===== src/hw/rtl/b64e_pkg.sv =====
// ----------------------------------------------------------------------------
// b64e_pkg
// Shared types, constants and the alphabet lookup for the base64 encoder.
// ----------------------------------------------------------------------------
package b64e_pkg;

    localparam int CHAR_W    = 8;
    localparam int SEXTET_W  = 6;
    localparam int MAX_CHARS = 4;
    localparam int IDX_W     = 2;

    localparam logic [CHAR_W-1:0] PAD_CHAR   = 8'h3D;
    localparam logic [CHAR_W-1:0] CHAR_UPPER = 8'h41;
    localparam logic [CHAR_W-1:0] CHAR_LOWER = 8'h61;
    localparam logic [CHAR_W-1:0] CHAR_DIGIT = 8'h30;
    localparam logic [CHAR_W-1:0] CHAR_PLUS  = 8'h2B;
    localparam logic [CHAR_W-1:0] CHAR_SLASH = 8'h2F;

    localparam logic [SEXTET_W-1:0] SEX_LOWER = 6'd26;
    localparam logic [SEXTET_W-1:0] SEX_DIGIT = 6'd52;
    localparam logic [SEXTET_W-1:0] SEX_PLUS  = 6'd62;

    typedef logic [CHAR_W-1:0] t_char;

    // characters produced by one byte, sent by the back end one per cycle unless the output stalls
    typedef struct packed {
        t_char [MAX_CHARS-1:0] chars;
        logic  [IDX_W-1:0]     last_idx;
        logic                  is_final;
    } t_job;

    typedef struct packed {
        logic full;
        logic empty;
    } t_q_stat;

    function automatic t_char b64_char(input logic [SEXTET_W-1:0] s);
        t_char c;
        priority if (s < SEX_LOWER) begin
            c = CHAR_UPPER + {2'b00, s};
        end else if (s < SEX_DIGIT) begin
            c = CHAR_LOWER + {2'b00, s - SEX_LOWER};
        end else if (s < SEX_PLUS) begin
            c = CHAR_DIGIT + {2'b00, s - SEX_DIGIT};
        end else if (s == SEX_PLUS) begin
            c = CHAR_PLUS;
        end else begin
            c = CHAR_SLASH;
        end
        return c;
    endfunction

endpackage


===== src/hw/rtl/b64e_front.sv =====
// ----------------------------------------------------------------------------
// b64e_front
// Accepts raw bytes, tracks the group phase and leftover bits, and builds
// the list of characters that each byte produces.
// ----------------------------------------------------------------------------
module b64e_front (
    input  logic              i_clk,
    input  logic              i_rst_n,
    input  logic              i_valid,
    input  logic [7:0]        i_data_byte,
    input  logic              i_final_byte,
    input  b64e_pkg::t_q_stat i_q_stat,
    output logic              o_stall,
    output logic              o_push,
    output b64e_pkg::t_job    o_job
);
    import b64e_pkg::*;

    typedef enum logic [1:0] {
        PH0 = 2'd0,
        PH1 = 2'd1,
        PH2 = 2'd2
    } t_phase;

    t_phase     r_phase, n_phase;
    logic [3:0] r_carry, n_carry;
    logic       accept;

    assign o_stall = i_q_stat.full;
    assign accept  = i_valid && !i_q_stat.full;
    assign o_push  = accept;

    always_comb begin
        o_job          = '0;
        o_job.is_final = i_final_byte;
        n_phase        = r_phase;
        n_carry        = r_carry;
        case (r_phase)
            PH1: begin
                o_job.chars[0] = b64_char({r_carry[1:0], i_data_byte[7:4]});
                n_carry        = i_data_byte[3:0];
                n_phase        = PH2;
                if (i_final_byte) begin
                    o_job.chars[1] = b64_char({i_data_byte[3:0], 2'b00});
                    o_job.chars[2] = PAD_CHAR;
                    o_job.last_idx = 2'd2;
                end
            end
            PH2: begin
                o_job.chars[0] = b64_char({r_carry, i_data_byte[7:6]});
                o_job.chars[1] = b64_char(i_data_byte[5:0]);
                o_job.last_idx = 2'd1;
                n_carry        = 4'd0;
                n_phase        = PH0;
            end
            default: begin
                o_job.chars[0] = b64_char(i_data_byte[7:2]);
                n_carry        = {2'b00, i_data_byte[1:0]};
                n_phase        = PH1;
                if (i_final_byte) begin
                    o_job.chars[1] = b64_char({i_data_byte[1:0], 4'b0000});
                    o_job.chars[2] = PAD_CHAR;
                    o_job.chars[3] = PAD_CHAR;
                    o_job.last_idx = 2'd3;
                end
            end
        endcase
        if (i_final_byte) begin
            n_phase = PH0;
            n_carry = 4'd0;
        end
    end

    always_ff @(posedge i_clk) begin
        if (!i_rst_n) begin
            r_phase <= PH0;
            r_carry <= 4'd0;
        end else if (accept) begin
            r_phase <= n_phase;
            r_carry <= n_carry;
        end
    end

    // group restarts after a final byte
    a_final_restart: assert property (@(posedge i_clk) disable iff (!i_rst_n)
        (accept && i_final_byte) |=> (r_phase == PH0 && r_carry == 4'd0))
        else $error("group not restarted after final byte");

    // the carry holds only two bits going into the second byte of a group
    a_carry_width: assert property (@(posedge i_clk) disable iff (!i_rst_n)
        (r_phase == PH1) |-> (r_carry[3:2] == 2'b00))
        else $error("stale carry bits in phase one");

    // the third byte of a group returns to the start
    a_phase_wrap: assert property (@(posedge i_clk) disable iff (!i_rst_n)
        (accept && r_phase == PH2) |=> (r_phase == PH0 && r_carry == 4'd0))
        else $error("phase did not wrap after third byte");

endmodule


===== src/hw/rtl/b64e_queue.sv =====
// ----------------------------------------------------------------------------
// b64e_queue
// Short queue of character jobs between the front and back ends.
// ----------------------------------------------------------------------------
module b64e_queue #(
    parameter int DEPTH = 2
) (
    input  logic              i_clk,
    input  logic              i_rst_n,
    input  logic              i_push,
    input  b64e_pkg::t_job    i_job,
    input  logic              i_pop,
    output b64e_pkg::t_job    o_head,
    output b64e_pkg::t_q_stat o_q_stat
);
    import b64e_pkg::*;

    localparam int PTR_W = (DEPTH > 1) ? $clog2(DEPTH) : 1;
    localparam int CNT_W = $clog2(DEPTH + 1);
    localparam logic [PTR_W-1:0] PTR_LAST = PTR_W'(DEPTH - 1);
    localparam logic [CNT_W-1:0] CNT_FULL = CNT_W'(DEPTH);

    t_job             r_mem [DEPTH];
    logic [PTR_W-1:0] r_wr_ptr;
    logic [PTR_W-1:0] r_rd_ptr;
    logic [CNT_W-1:0] r_count;

    assign o_head         = r_mem[r_rd_ptr];
    assign o_q_stat.full  = (r_count == CNT_FULL);
    assign o_q_stat.empty = (r_count == '0);

    always_ff @(posedge i_clk) begin
        if (i_push) begin
            r_mem[r_wr_ptr] <= i_job;
        end
    end

    always_ff @(posedge i_clk) begin
        if (!i_rst_n) begin
            r_wr_ptr <= '0;
            r_rd_ptr <= '0;
            r_count  <= '0;
        end else begin
            if (i_push) begin
                r_wr_ptr <= (r_wr_ptr == PTR_LAST) ? '0 : r_wr_ptr + 1'b1;
            end
            if (i_pop) begin
                r_rd_ptr <= (r_rd_ptr == PTR_LAST) ? '0 : r_rd_ptr + 1'b1;
            end
            unique case ({i_push, i_pop})
                2'b10:   r_count <= r_count + 1'b1;
                2'b01:   r_count <= r_count - 1'b1;
                default: r_count <= r_count;
            endcase
        end
    end

endmodule


===== src/hw/rtl/b64e_back.sv =====
// ----------------------------------------------------------------------------
// b64e_back
// Steps through the head job one character per cycle while the output is
// not stalled, into the output register, and pops the job as its last character loads.
// ----------------------------------------------------------------------------
module b64e_back (
    input  logic              i_clk,
    input  logic              i_rst_n,
    input  b64e_pkg::t_job    i_head,
    input  b64e_pkg::t_q_stat i_q_stat,
    input  logic              i_stall,
    output logic              o_pop,
    output logic              o_valid,
    output logic [7:0]        o_out_char,
    output logic              o_last_char
);
    import b64e_pkg::*;

    logic [IDX_W-1:0] r_idx;
    logic             r_valid;
    t_char            r_char;
    logic             r_last;
    logic             load;
    logic             at_end;

    assign load   = !i_q_stat.empty && (!r_valid || !i_stall);
    assign at_end = (r_idx == i_head.last_idx);
    assign o_pop  = load && at_end;

    assign o_valid     = r_valid;
    assign o_out_char  = r_char;
    assign o_last_char = r_last;

    always_ff @(posedge i_clk) begin
        if (!i_rst_n) begin
            r_valid <= 1'b0;
            r_idx   <= '0;
        end else begin
            if (load) begin
                r_valid <= 1'b1;
                r_idx   <= at_end ? '0 : r_idx + 1'b1;
            end else if (!i_stall) begin
                r_valid <= 1'b0;
            end
        end
    end

    always_ff @(posedge i_clk) begin
        if (load) begin
            r_char <= i_head.chars[r_idx];
            r_last <= i_head.is_final && at_end;
        end
    end

    // no partly sent job remains once the queue drains
    a_idx_idle: assert property (@(posedge i_clk) disable iff (!i_rst_n)
        i_q_stat.empty |-> (r_idx == '0))
        else $error("character index left mid-job");

    // only the closing character of a job can carry the end mark
    a_mid_not_last: assert property (@(posedge i_clk) disable iff (!i_rst_n)
        (load && !at_end) |=> (r_valid && !r_last))
        else $error("end mark on inner character");

    // a held output word freezes the job position
    a_idx_hold: assert property (@(posedge i_clk) disable iff (!i_rst_n)
        (r_valid && i_stall) |=> $stable(r_idx))
        else $error("index moved under stall");

endmodule


===== src/hw/rtl/base64_encoder.sv =====
// ----------------------------------------------------------------------------
// base64_encoder
// Streaming base64 encoder, standard alphabet with '=' padding.
//
//   channel  direction  handshake           word
//   input    in         i_valid / o_stall   i_data_byte, i_final_byte
//   output   out        o_valid / i_stall   o_out_char, o_last_char
//
// one character leaves per cycle from the output register while a job waits and
// i_stall is low; a byte yields one to four characters, a full group of three yields four.
// the front takes a byte every cycle while the job queue has room.
// the first character of a byte passes through the job queue and then the output register.
// i_rst_n is synchronous; after reset the encoder starts a new group.
// o_stall rises only when the job queue is full.
// ----------------------------------------------------------------------------
module base64_encoder #(
    parameter int QUEUE_DEPTH = 2
) (
    input  logic       i_clk,
    input  logic       i_rst_n,
    input  logic       i_valid,
    output logic       o_stall,
    input  logic [7:0] i_data_byte,
    input  logic       i_final_byte,
    output logic       o_valid,
    input  logic       i_stall,
    output logic [7:0] o_out_char,
    output logic       o_last_char
);
    import b64e_pkg::*;

    t_job    push_job;
    t_job    head_job;
    t_q_stat q_stat;
    logic    push;
    logic    pop;

    b64e_front u_front (
        .i_clk        (i_clk),
        .i_rst_n      (i_rst_n),
        .i_valid      (i_valid),
        .i_data_byte  (i_data_byte),
        .i_final_byte (i_final_byte),
        .i_q_stat     (q_stat),
        .o_stall      (o_stall),
        .o_push       (push),
        .o_job        (push_job)
    );

    b64e_queue #(
        .DEPTH (QUEUE_DEPTH)
    ) u_queue (
        .i_clk    (i_clk),
        .i_rst_n  (i_rst_n),
        .i_push   (push),
        .i_job    (push_job),
        .i_pop    (pop),
        .o_head   (head_job),
        .o_q_stat (q_stat)
    );

    b64e_back u_back (
        .i_clk       (i_clk),
        .i_rst_n     (i_rst_n),
        .i_head      (head_job),
        .i_q_stat    (q_stat),
        .i_stall     (i_stall),
        .o_pop       (pop),
        .o_valid     (o_valid),
        .o_out_char  (o_out_char),
        .o_last_char (o_last_char)
    );

endmodule


===== config.mk =====
export PLATFORM = sky130hd
export DESIGN_NAME = base64_encoder
export DESIGN_NICKNAME = d
export VERILOG_FILES = /design/src/hw/rtl/b64e_pkg.sv /design/src/hw/rtl/b64e_front.sv /design/src/hw/rtl/b64e_queue.sv /design/src/hw/rtl/b64e_back.sv /design/src/hw/rtl/base64_encoder.sv
export SDC_FILE = /design/constraint.sdc
export NUM_CORES = 1
export LEC_CHECK = 0
export BUFFER_PORTS_ARGS = -buffer_cell sky130_fd_sc_hd__buf_2
export CAP_MARGIN = 15
export CORE_MARGIN = 1.5
export CORE_UTILIZATION = 60
export DETAILED_ROUTE_END_ITERATION = 8
export PLACE_DENSITY = 0.87
export SETUP_SLACK_MARGIN = 0.2
export SLEW_MARGIN = 20
export SYNTH_ARGS = -nofsm -noshare
export SYNTH_HDL_FRONTEND = slang
export SYNTH_SLANG_ARGS = --single-unit

===== constraint.sdc =====
create_clock -name i_clk -period 6 [get_ports i_clk]
set_clock_uncertainty 0.05 [all_clocks]
set_input_delay 0.9 -clock i_clk [delete_from_list [all_inputs] [get_ports i_clk]]
set_output_delay 0.9 -clock i_clk [all_outputs]
set_load 0.02 [all_outputs]

==> impl_metrics.toml, run 1 <==
[setup_path]
arrival_ps = 2970
reg2reg_depth = 7
timing.rr.end = "u_queue.r_mem[1][9]$_DFFE_PP_"
cp-end-kind = "flop"
worst-setup-path-type = "input port to flop"
cp-start-kind = "input port"
critPathMaxFanout = 16
r2r_slack_ps = 3190
crit_required_ps = 5980
r2r_start = "u_front.r_carry[0]$_SDFFE_PN0P_"

[clock_network]
cts-resized-gates = 0
clockRootBuffer = "clkbuf_8"
cts_tree = "built"
path_clk_slew_ps = 60
cts_setup_buffers = 0
ctsHtreeMaxLevel = 3
clk-insertion-delay-late_ps = 330
clk_path_buf_depth = 2
cts_sinks = 63
holdBufCountCts = 0
cts_buffers = 9

[timing]
max_slew_margin_pct = 38.5
setup_viol = 0
slew_viol_final = 0
tightest_slew_ps = 916
rsz0062_at_grt = "false"
hold_violations = 0
fmax_mhz = 336
finalSetupTns_ps = 0
fin_hold_ws_ps = 464
period_share_pct = 49.7
post-route-min-period_ps = 2980

[synthesis]
synth_edf_count = 49
netlist_area_um2 = 4890
synth_top_area_share_pct = 30.1
ys_seq_area_share_pct = 35.8
synth-compound-area-share_pct = 18.7
syn_area_per_cell_um2 = 9.57
synth-simple-area-share_pct = 14.8
synth_fa_ha_area_share_pct = 11.5
async_flop_share_pct = 0
yosys_register_bits = 63
synth_cell_type_count = 58
synth-xor-area-share_pct = 9.11
yosysWarnings = 0
synth_top_family_by_area = "compound AO/OA/AOI/OAI gates"
synth_mux_area_share_pct = 5.78
synth_area_leader_cell = "edfxtp_1"
synth_area_leaders = "edfxtp_1 30%, ha_1 12%, dfxtp_1 5.7%"
synthFlopType = "edfxtp_1"
netlist_instances = 511
syn_nets = 569

[finish]
antenna_cells = 0
fin_nets = 574
final_common_cell = "edfxtp_1"
synthToLayoutAreaGrowth_pct = 7.16
final_layout_size_suffix_gt1_share_pct = 11.7
layout_common_cells = "49 x edfxtp_1, 45 x ha_1, 38 x nand2_1"
final_cell_area_um2 = 5240

[worst_hold_path]
min_to = "u_back.o_valid$_SDFFE_PN0P_"
worstHoldStart = "u_back.o_valid$_SDFFE_PN0P_"
holdPathStages = 2
hold_class = "flop to flop"

[floorplan]
num_rows = 32
die_width_um = 93.3
die_h_um = 93.3
floorplan.die_area_um2 = 8700
io_pins = 24
start_util_pct = 62.6
core-area_um2 = 7810

[detailed_routing]
vias = 3923
vias_per_cell = 6.30
drt_wl_total_um = 11400
drc = 0
first_iter_violations = 332
wl_per_cell_um = 18.3
drtPass1Iterations = 5
ant_nets = 0

[flow_run]
max-cap-violations = 0

[global_route]
gr-usage-all-layers_pct = 28.1
grt-ovfl-total = 0
antenna_found_initial = 0
first_global_vias = 3816
grt_pass1_wl_um = 19000
grt_max_degree = 28

[pwr]
leakage_nw = 2.01
ir_worst_vdd_mv = 0.167
powerDensity_nw_per_um2 = 308

[place]
place_area_um2 = 5020
port_buffers = 23
dp_hpwl_um = 8420
gp_congestion = 0.946

[outcome]
outcome = "complete, no violations"
==> per-stage QoR <==
step | power [mW] | util (%) | setup WS [ps] | instances
3_3_place_gp | 1.21 | 64.2 | 2750 | 607
4_1_cts | 1.62 | 67.1 | 3040 | 623
3_5_place_dp | 1.23 | 64.2 | 2700 | 607
2_1_floorplan | 1.09 | - | 3080 | 511
6_report | 1.61 | 67.1 | 3020 | 623
5_1_grt | 1.71 | 67.1 | 2960 | 623
==> flip-flops by register name, summed over array words and instances (netlist names), 2 cells and up, named ones only <==
name / count
u_back.r_idx: 2
u_back.o_out_char: 8
u_front.r_phase: 2
u_queue.r_mem: 40
u_queue.r_count: 2
u_front.r_carry: 4
==> worst max-delay path, cell delays in order <==
cell and delay, ps:
buf_2 300, ha_1 480, a21o_1 260, xnor2_2 190, nand2_1 110, xor2_1 160, o311ai_1 370, a22oi_1 190
==> kinds of logic (layout without fill, tap and decap cells) <==
| group | count (synthesis) | in the layout |
|---|---|---|
| AO/OA/AOI/OAI | 138 | 138 |
| adder cells (fa/ha/maj) | 45 | 45 |
| AND/OR/NAND/NOR | 145 | 145 |
| flip-flops | 63 | 63 |
| buffers and inverters | 52 | 62 |
| multiplexers | 18 | 18 |
| XOR/XNOR | 50 | 50 |
==> synth_stat cells, types with 2 or more instances <==
cell type	number
a211oi_1	7
a21boi_1	2
a21o_1	10
a21oi_1	30
a21oi_2	4
a221o_1	2
a221oi_1	3
a22o_1	2
a22oi_1	9
a2bb2oi_1	2
a31oi_1	11
a32oi_1	2
and2_1	6
buf_1	2
buf_2	12
clkbuf_1	17
dfxtp_1	14
edfxtp_1	49
ha_1	45
inv_1	16
inv_2	5
mux2_1	2
mux2i_1	8
mux4_2	8
nand2_1	38
nand2b_1	8
nand3_1	16
nand4_1	4
nor2_1	34
nor2b_1	20
nor3_1	4
nor3b_1	6
o2111ai_1	3
o211ai_1	3
o21a_1	2
o21ai_0	16
o21ai_1	17
o221ai_1	2
o311ai_1	3
or3_1	2
xnor2_1	30
xor2_1	19
==> metal layers <==
metal	up-vias	GRT usage [%]	wire, µm
met5	-	0	0
met4	0	10.6	236
met3	26	5.37	722
met2	158	45.7	5480
met1	1870	37.1	4970
li1	1869	-	-
==> how the worst max path moves through the flow <==
stage | from | end | slack [ps]
final | i_data_byte[6] | u_queue.r_mem[1][8]$_DFFE_PP_ | 3020
after global routing | i_data_byte[7] | u_queue.r_mem[0][9]$_DFFE_PP_ | 2960
after CTS | i_data_byte[7] | u_queue.r_mem[0][9]$_DFFE_PP_ | 3040
after detailed placement | i_data_byte[7] | u_queue.r_mem[0][9]$_DFFE_PP_ | 2700
after global placement | i_data_byte[7] | u_queue.r_mem[0][9]$_DFFE_PP_ | 2750
after floorplan | i_data_byte[7] | u_queue.r_mem[0][9]$_DFFE_PP_ | 3080
==> final cells by class <==
class                   instances  area (µm²)
repair buffers                 25         130
flip-flops and latches         63        1750
well taps                     102         128
clock inverters                 1        5.00
fillers                       619        2570
multi-input cells             396        2930
inverters                      21        78.8
clock buffers                  15         219
==> power breakdown <==
part           total, mW  internal, mW  switching, mW
Clock              0.386         0.234          0.152
Sequential         0.680         0.606         0.0748
Combinational      0.548         0.230          0.319
No activity file was read; power rests on OpenSTA's default activity.
==> run 2: changes to the inputs <==
--- a/config.mk
+++ b/config.mk
@@ -8,7 +8,7 @@
 export BUFFER_PORTS_ARGS = -buffer_cell sky130_fd_sc_hd__buf_2
 export CAP_MARGIN = 15
 export CORE_MARGIN = 1.5
-export CORE_UTILIZATION = 60
+export CORE_UTILIZATION = 57
 export DETAILED_ROUTE_END_ITERATION = 8
 export PLACE_DENSITY = 0.87
 export SETUP_SLACK_MARGIN = 0.2
==> constraint.sdc (replaced) <==
create_clock -name i_clk -period 2.5 [get_ports i_clk]
set_clock_uncertainty 0.05 [all_clocks]
set_input_delay 0.375 -clock i_clk [delete_from_list [all_inputs] [get_ports i_clk]]
set_output_delay 0.375 -clock i_clk [all_outputs]
set_load 0.02 [all_outputs]
==> run 2 against run 1 <==
Wire length rose by 5.6%; total power rose by 150%; core utilization rose by 0.79 points; clock-buffer cell count fell by 4; global-route usage rose by 0.35 points.
==> impl_metrics.toml, run 2 (synthesized netlist as in run 1, its figures left out) <==
[setup_path]
r2r_start = "u_front.r_carry[0]$_SDFFE_PN0P_"
timing.rr.end = "u_queue.r_mem[0][9]$_DFFE_PP_"
max_stage_delay_ps = 490
endpoint = "u_queue.r_mem[0][9]$_DFFE_PP_"
r2r_slack_ps = 230
arrival_ps = 2290
reg2reg_depth = 7
worst-setup-path-type = "flop to flop"
cp-end-kind = "flop"
slowest_stage = "or4b_4"
cp-start-kind = "flop"
crit_chain = "inv_4, ha_1, xor2_1, or3b_4, or4b_4, nand4_1, nand3_2"
startpoint = "u_front.r_carry[0]$_SDFFE_PN0P_"
critPathMaxFanout = 8
crit_required_ps = 2520

[pwr]
leakage_nw = 2.22
ir_worst_vdd_mv = 0.320
powerDensity_nw_per_um2 = 718

[place]
place_area_um2 = 5350
gp_congestion = 0.943
port_buffers = 23
dp_hpwl_um = 9180
post-place-ws_ps = -39.5

[timing]
hold_violations = 0
finalSetupTns_ps = 0
rsz0062_at_grt = "false"
slew_viol_final = 0
max_slew_margin_pct = 65.1
post-route-min-period_ps = 2270
fin_hold_ws_ps = 293
worst_slack_ps = 234
fmax_mhz = 441
setup_viol = 0
tightest_slew_ps = 517
period_share_pct = 90.7

[floorplan]
die_h_um = 95.6
die_width_um = 95.6
floorplan.die_area_um2 = 9140
start_util_pct = 59.2
io_pins = 24
num_rows = 33
core-area_um2 = 8260

[clock_network]
cts_setup_buffers = 0
holdBufCountCts = 0
cts_tree = "built"
clk_path_buf_depth = 2
path_clk_slew_ps = 70
cts_buffers = 9
ctsHtreeMaxLevel = 3
cts_sinks = 63
clockRootBuffer = "clkbuf_8"
clk-insertion-delay-late_ps = 340

[global_route]
grt_max_degree = 21
grt-ovfl-total = 0
grt_pass1_wl_um = 19900
gr-usage-all-layers_pct = 28.4
first_global_vias = 3882
antenna_found_initial = 0

[finish]
final_util_pct = 67.9
antenna_cells = 0
fillCellCount = 607
largest_register = "u_queue.r_mem"
final_layout_size_suffix_gt1_share_pct = 20.4
fin_nets = 617
synthToLayoutAreaGrowth_pct = 14.7
final_common_cell = "edfxtp_1"
largest_register_ffs = 40
layout_common_cells = "49 x edfxtp_1, 45 x buf_4, 43 x ha_1"
final_cell_area_um2 = 5610

[detailed_routing]
highest_layer = "met4"
first_iter_violations = 408
vias = 4172
drtPass1Iterations = 7
vias_per_cell = 6.24
dr_wl_met2_um = 5780
wl_met1_um = 5050
wl_per_cell_um = 18.0
drt_wl_total_um = 12000
wl_met3_um = 853
drc = 0
ant_nets = 0

[flow_run]
max-cap-violations = 0

[outcome]
outcome = "complete, no violations"

[worst_hold_path]
hold_class = "input port to flop"
-- run 2: changes by cell type in the layout (fill, tap and decap cells not counted), moves of 2 or more --
| cell | delta |
|---|---|
| dfxtp_2 | +2 |
| ha_2 | +2 |
| clkbuf_8 | -2 |
| dfxtp_1 | -3 |
| ha_1 | -2 |
| inv_2 | -2 |
| clkinv_4 | +3 |
| inv_4 | +2 |
| buf_4 | +43 |
-- run 2: power breakdown --
group          switching [mW]  total (mW)  internal (mW)
logic                   0.880        1.51          0.631
registers               0.106        1.56           1.46
clock network           0.400       0.953          0.553
-- run 2: area by class of cell --
cell class / instances / area [µm²] / share of cell area [%]
sequential: 63 / 1760 / 31.3
tap: 105 / 131 / 2.34
clock inverter: 5 / 63.8 / 1.14
inverter: 21 / 83.8 / 1.49
multi-input combinational: 396 / 2960 / 52.7
clock buffer: 11 / 163 / 2.90
timing repair buffer: 68 / 453 / 8.08
-- run 2: critical path: cells and delay by family (launching register included) --
kind / cells / cell delay [ps]
xor gates and xnor gates: 1 / 160
adders and majority gates: 1 / 200
buffers and inverters: 1 / 80
DFF: 1 / 400
and+or+nand+nor: 4 / 1110
-- run 2: per-stage QoR --
stage          cells  power [mW]
2_1_floorplan    511        2.62
4_1_cts          669        4.01
3_5_place_dp     653        3.06
6_report         669        4.02
5_1_grt          669        4.25
3_3_place_gp     653        2.99
-- run 2: layer usage --
metal  GRT usage [%]  vias to the layer above
met2            46.4                      236
li1                -                     1950
met5               0                        -
met3            3.91                       32
met1            37.8                     1954
met4            11.9                        0
-- run 2: worst min-delay path by stage --
stage                           startpoint                       endpoint  cells past startpoint
3_3_place_gp   u_back.o_valid$_SDFFE_PN0P_    u_back.o_valid$_SDFFE_PN0P_                      2
2_1_floorplan                 i_final_byte  u_queue.r_mem[0][0]$_DFFE_PP_                      0
6_report                           i_stall    u_back.o_valid$_SDFFE_PN0P_                      3
5_1_grt                            i_stall    u_back.o_valid$_SDFFE_PN0P_                      3
3_5_place_dp   u_back.o_valid$_SDFFE_PN0P_    u_back.o_valid$_SDFFE_PN0P_                      2
4_1_cts                            i_stall    u_back.o_valid$_SDFFE_PN0P_                      3
-- run 2: timing repair --
| item | in CTS | in global routing |
|---|---|---|
| setup endpoints to repair | 2 | 17 |
| pin swaps | 0 | 0 |
| gates resized for setup | 2 | 9 |
==> run 3: changes to the inputs <==
--- a/config.mk
+++ b/config.mk
@@ -8,10 +8,10 @@
 export BUFFER_PORTS_ARGS = -buffer_cell sky130_fd_sc_hd__buf_2
 export CAP_MARGIN = 15
 export CORE_MARGIN = 1.5
-export CORE_UTILIZATION = 57
+export CORE_UTILIZATION = 45
 export DETAILED_ROUTE_END_ITERATION = 8
-export PLACE_DENSITY = 0.87
-export SETUP_SLACK_MARGIN = 0.2
+export PLACE_DENSITY = 0.73
+export SETUP_SLACK_MARGIN = 0.4
 export SLEW_MARGIN = 20
 export SYNTH_ARGS = -nofsm -noshare
 export SYNTH_HDL_FRONTEND = slang
==> run 3 against run 2 <==
Cell area is 5.4% higher; combinational power is 11% higher; sequential share of layout area is 1.5 points lower; clock power is 17% lower; die area is 26% higher; highest routed layer unchanged; setup slack better by 71 ps; sequential power hardly changed; largest power group is now combinational logic; hold slack better by 8.4 ps.
==> impl_metrics.toml, run 3 (synthesized netlist as in run 1, its figures left out) <==
[detailed_routing]
first_iter_violations = 384
vias = 4136
drt_wl_total_um = 12400
wl_per_cell_um = 17.5
ant_nets = 0
vias_per_cell = 5.84
drtPass1Iterations = 5
drc = 0

[clock_network]
clk_path_buf_depth = 2
cts_tree = "built"
clk-insertion-delay-late_ps = 330
cts_sinks = 63
ctsHtreeMaxLevel = 3
path_clk_slew_ps = 60
cts_buffers = 9
clockRootBuffer = "clkbuf_8"
holdBufCountCts = 0

[setup_path]
cp-end-kind = "flop"
cp-start-kind = "flop"
worst-setup-path-type = "flop to flop"
max_stage_delay_ps = 490
crit_required_ps = 2520
arrival_ps = 2210
r2r_slack_ps = 300
crit_chain = "inv_8, ha_4, xor2_4, or3b_4, or4b_1, nand4_1, nand3_2"
slowest_stage = "or4b_1"
critPathMaxFanout = 5

[global_route]
grt-ovfl-total = 0
grt_pass1_wl_um = 19600
antenna_found_initial = 0
grt_max_degree = 21
first_global_vias = 3877
gr-usage-all-layers_pct = 21.9

[pwr]
total_power_mw = 4.03
powerDensity_nw_per_um2 = 683
leakage_nw = 2.28
ir_worst_vdd_mv = 0.478

[finish]
fin_cells = 708
multi_input_area_um2 = 3180
synthToLayoutAreaGrowth_pct = 20.9
final_layout_size_suffix_gt1_share_pct = 27.3
layout_common_cells = "52 x buf_4, 49 x edfxtp_1, 38 x ha_1"
largest_register = "u_queue.r_mem"
register_area_um2 = 1760
fin_nets = 625
largest_register_ffs = 40
antenna_cells = 0
fillCellCount = 888
final_cell_area_um2 = 5910
final_common_cell = "buf_4"

[timing]
tightest_slew_ps = 522
max_slew_margin_pct = 65.2
slew_viol_final = 0
rsz0062_at_grt = "true"
fmax_mhz = 455
period_share_pct = 87.8
post-route-min-period_ps = 2200
fin_hold_ws_ps = 302
hold_violations = 0
finalSetupTns_ps = 0
setup_viol = 0

[flow_run]
max-cap-violations = 0

[place]
port_buffers = 23
gp_congestion = 0.955
place_area_um2 = 5390
dp_hpwl_um = 9180
dp.cells = 678

[floorplan]
num_rows = 37
core-area_um2 = 10400
die_h_um = 107
start_util_pct = 46.9
die_width_um = 107
io_pins = 24
floorplan.die_area_um2 = 11500

[worst_hold_path]
hold_class = "input port to flop"

[outcome]
outcome = "complete, no violations"
-- run 3: cell count changes in the layout (fill, tap and decap cells not counted), moves of 3 or more --
cell,previous run,this run
a21oi_1,30,27
buf_4,45,52
clkbuf_1,0,4
clkinv_4,3,0
ha_1,43,38
ha_4,0,3
nor2_1,33,30
nor2b_1,20,16
nor2b_2,0,4
nor3b_1,5,2
nor3b_2,1,4
-- run 3: stage by stage --
step	setup slack, ps	utilization [%]
6_report	304	56.7
5_1_grt	234	56.7
4_1_cts	297	55.1
3_5_place_dp	-14.3	51.7
3_3_place_gp	-61.7	51.7
2_1_floorplan	299	-
-- run 3: power by group --
| group | switching, mW | internal, mW | leakage [nW] |
|---|---|---|---|
| combinational | 0.942 | 0.742 | 1.61 |
| clock | 0.346 | 0.444 | 0.0910 |
| sequential | 0.103 | 1.46 | 0.581 |
| total | 1.39 | 2.64 | 2.28 |
-- run 3: final timing paths --
kind / startpoint / cells past startpoint / end
max: u_front.r_carry[0]$_SDFFE_PN0P_ / 7 / u_queue.r_mem[1][9]$_DFFE_PP_
min: i_stall / 3 / u_back.o_valid$_SDFFE_PN0P_
max reg2reg: u_front.r_carry[0]$_SDFFE_PN0P_ / 7 / u_queue.r_mem[1][9]$_DFFE_PP_
min reg2reg: u_back.o_valid$_SDFFE_PN0P_ / 2 / u_back.o_valid$_SDFFE_PN0P_
-- run 3: repair_timing --
item | CTS | global route
resized for setup | 19 | 35
setup endpoints to repair | 17 | 34
setup buffers | 13 | 1
pin swaps | 2 | 7
-- run 3: critical path: cells and delay by family, from the launching register on --
family	cells	cell delay [ps]
adder cells (fa/ha/maj)	1	170
flip-flops	1	400
AND/OR/NAND/NOR	4	1110
buffers and inverters	1	60
XOR/XNOR	1	140
-- run 3: final cells by class --
| class | count | area share, % |
|---|---|---|
| clock buffers | 16 | 3.05 |
| inverters | 21 | 1.59 |
| repair buffers | 76 | 8.85 |
| flip-flops and latches | 63 | 29.8 |
| multi-input cells | 396 | 53.8 |
| well taps | 136 | 2.88 |
-- run 3: metal layers --
metal,vias to the layer above,routed length (µm),GRT usage (%)
met2,161,6100,37.4
met5,-,0,0
li1,1971,-,-
met3,29,629,3.34
met4,0,281,6.86
met1,1975,5370,28.4
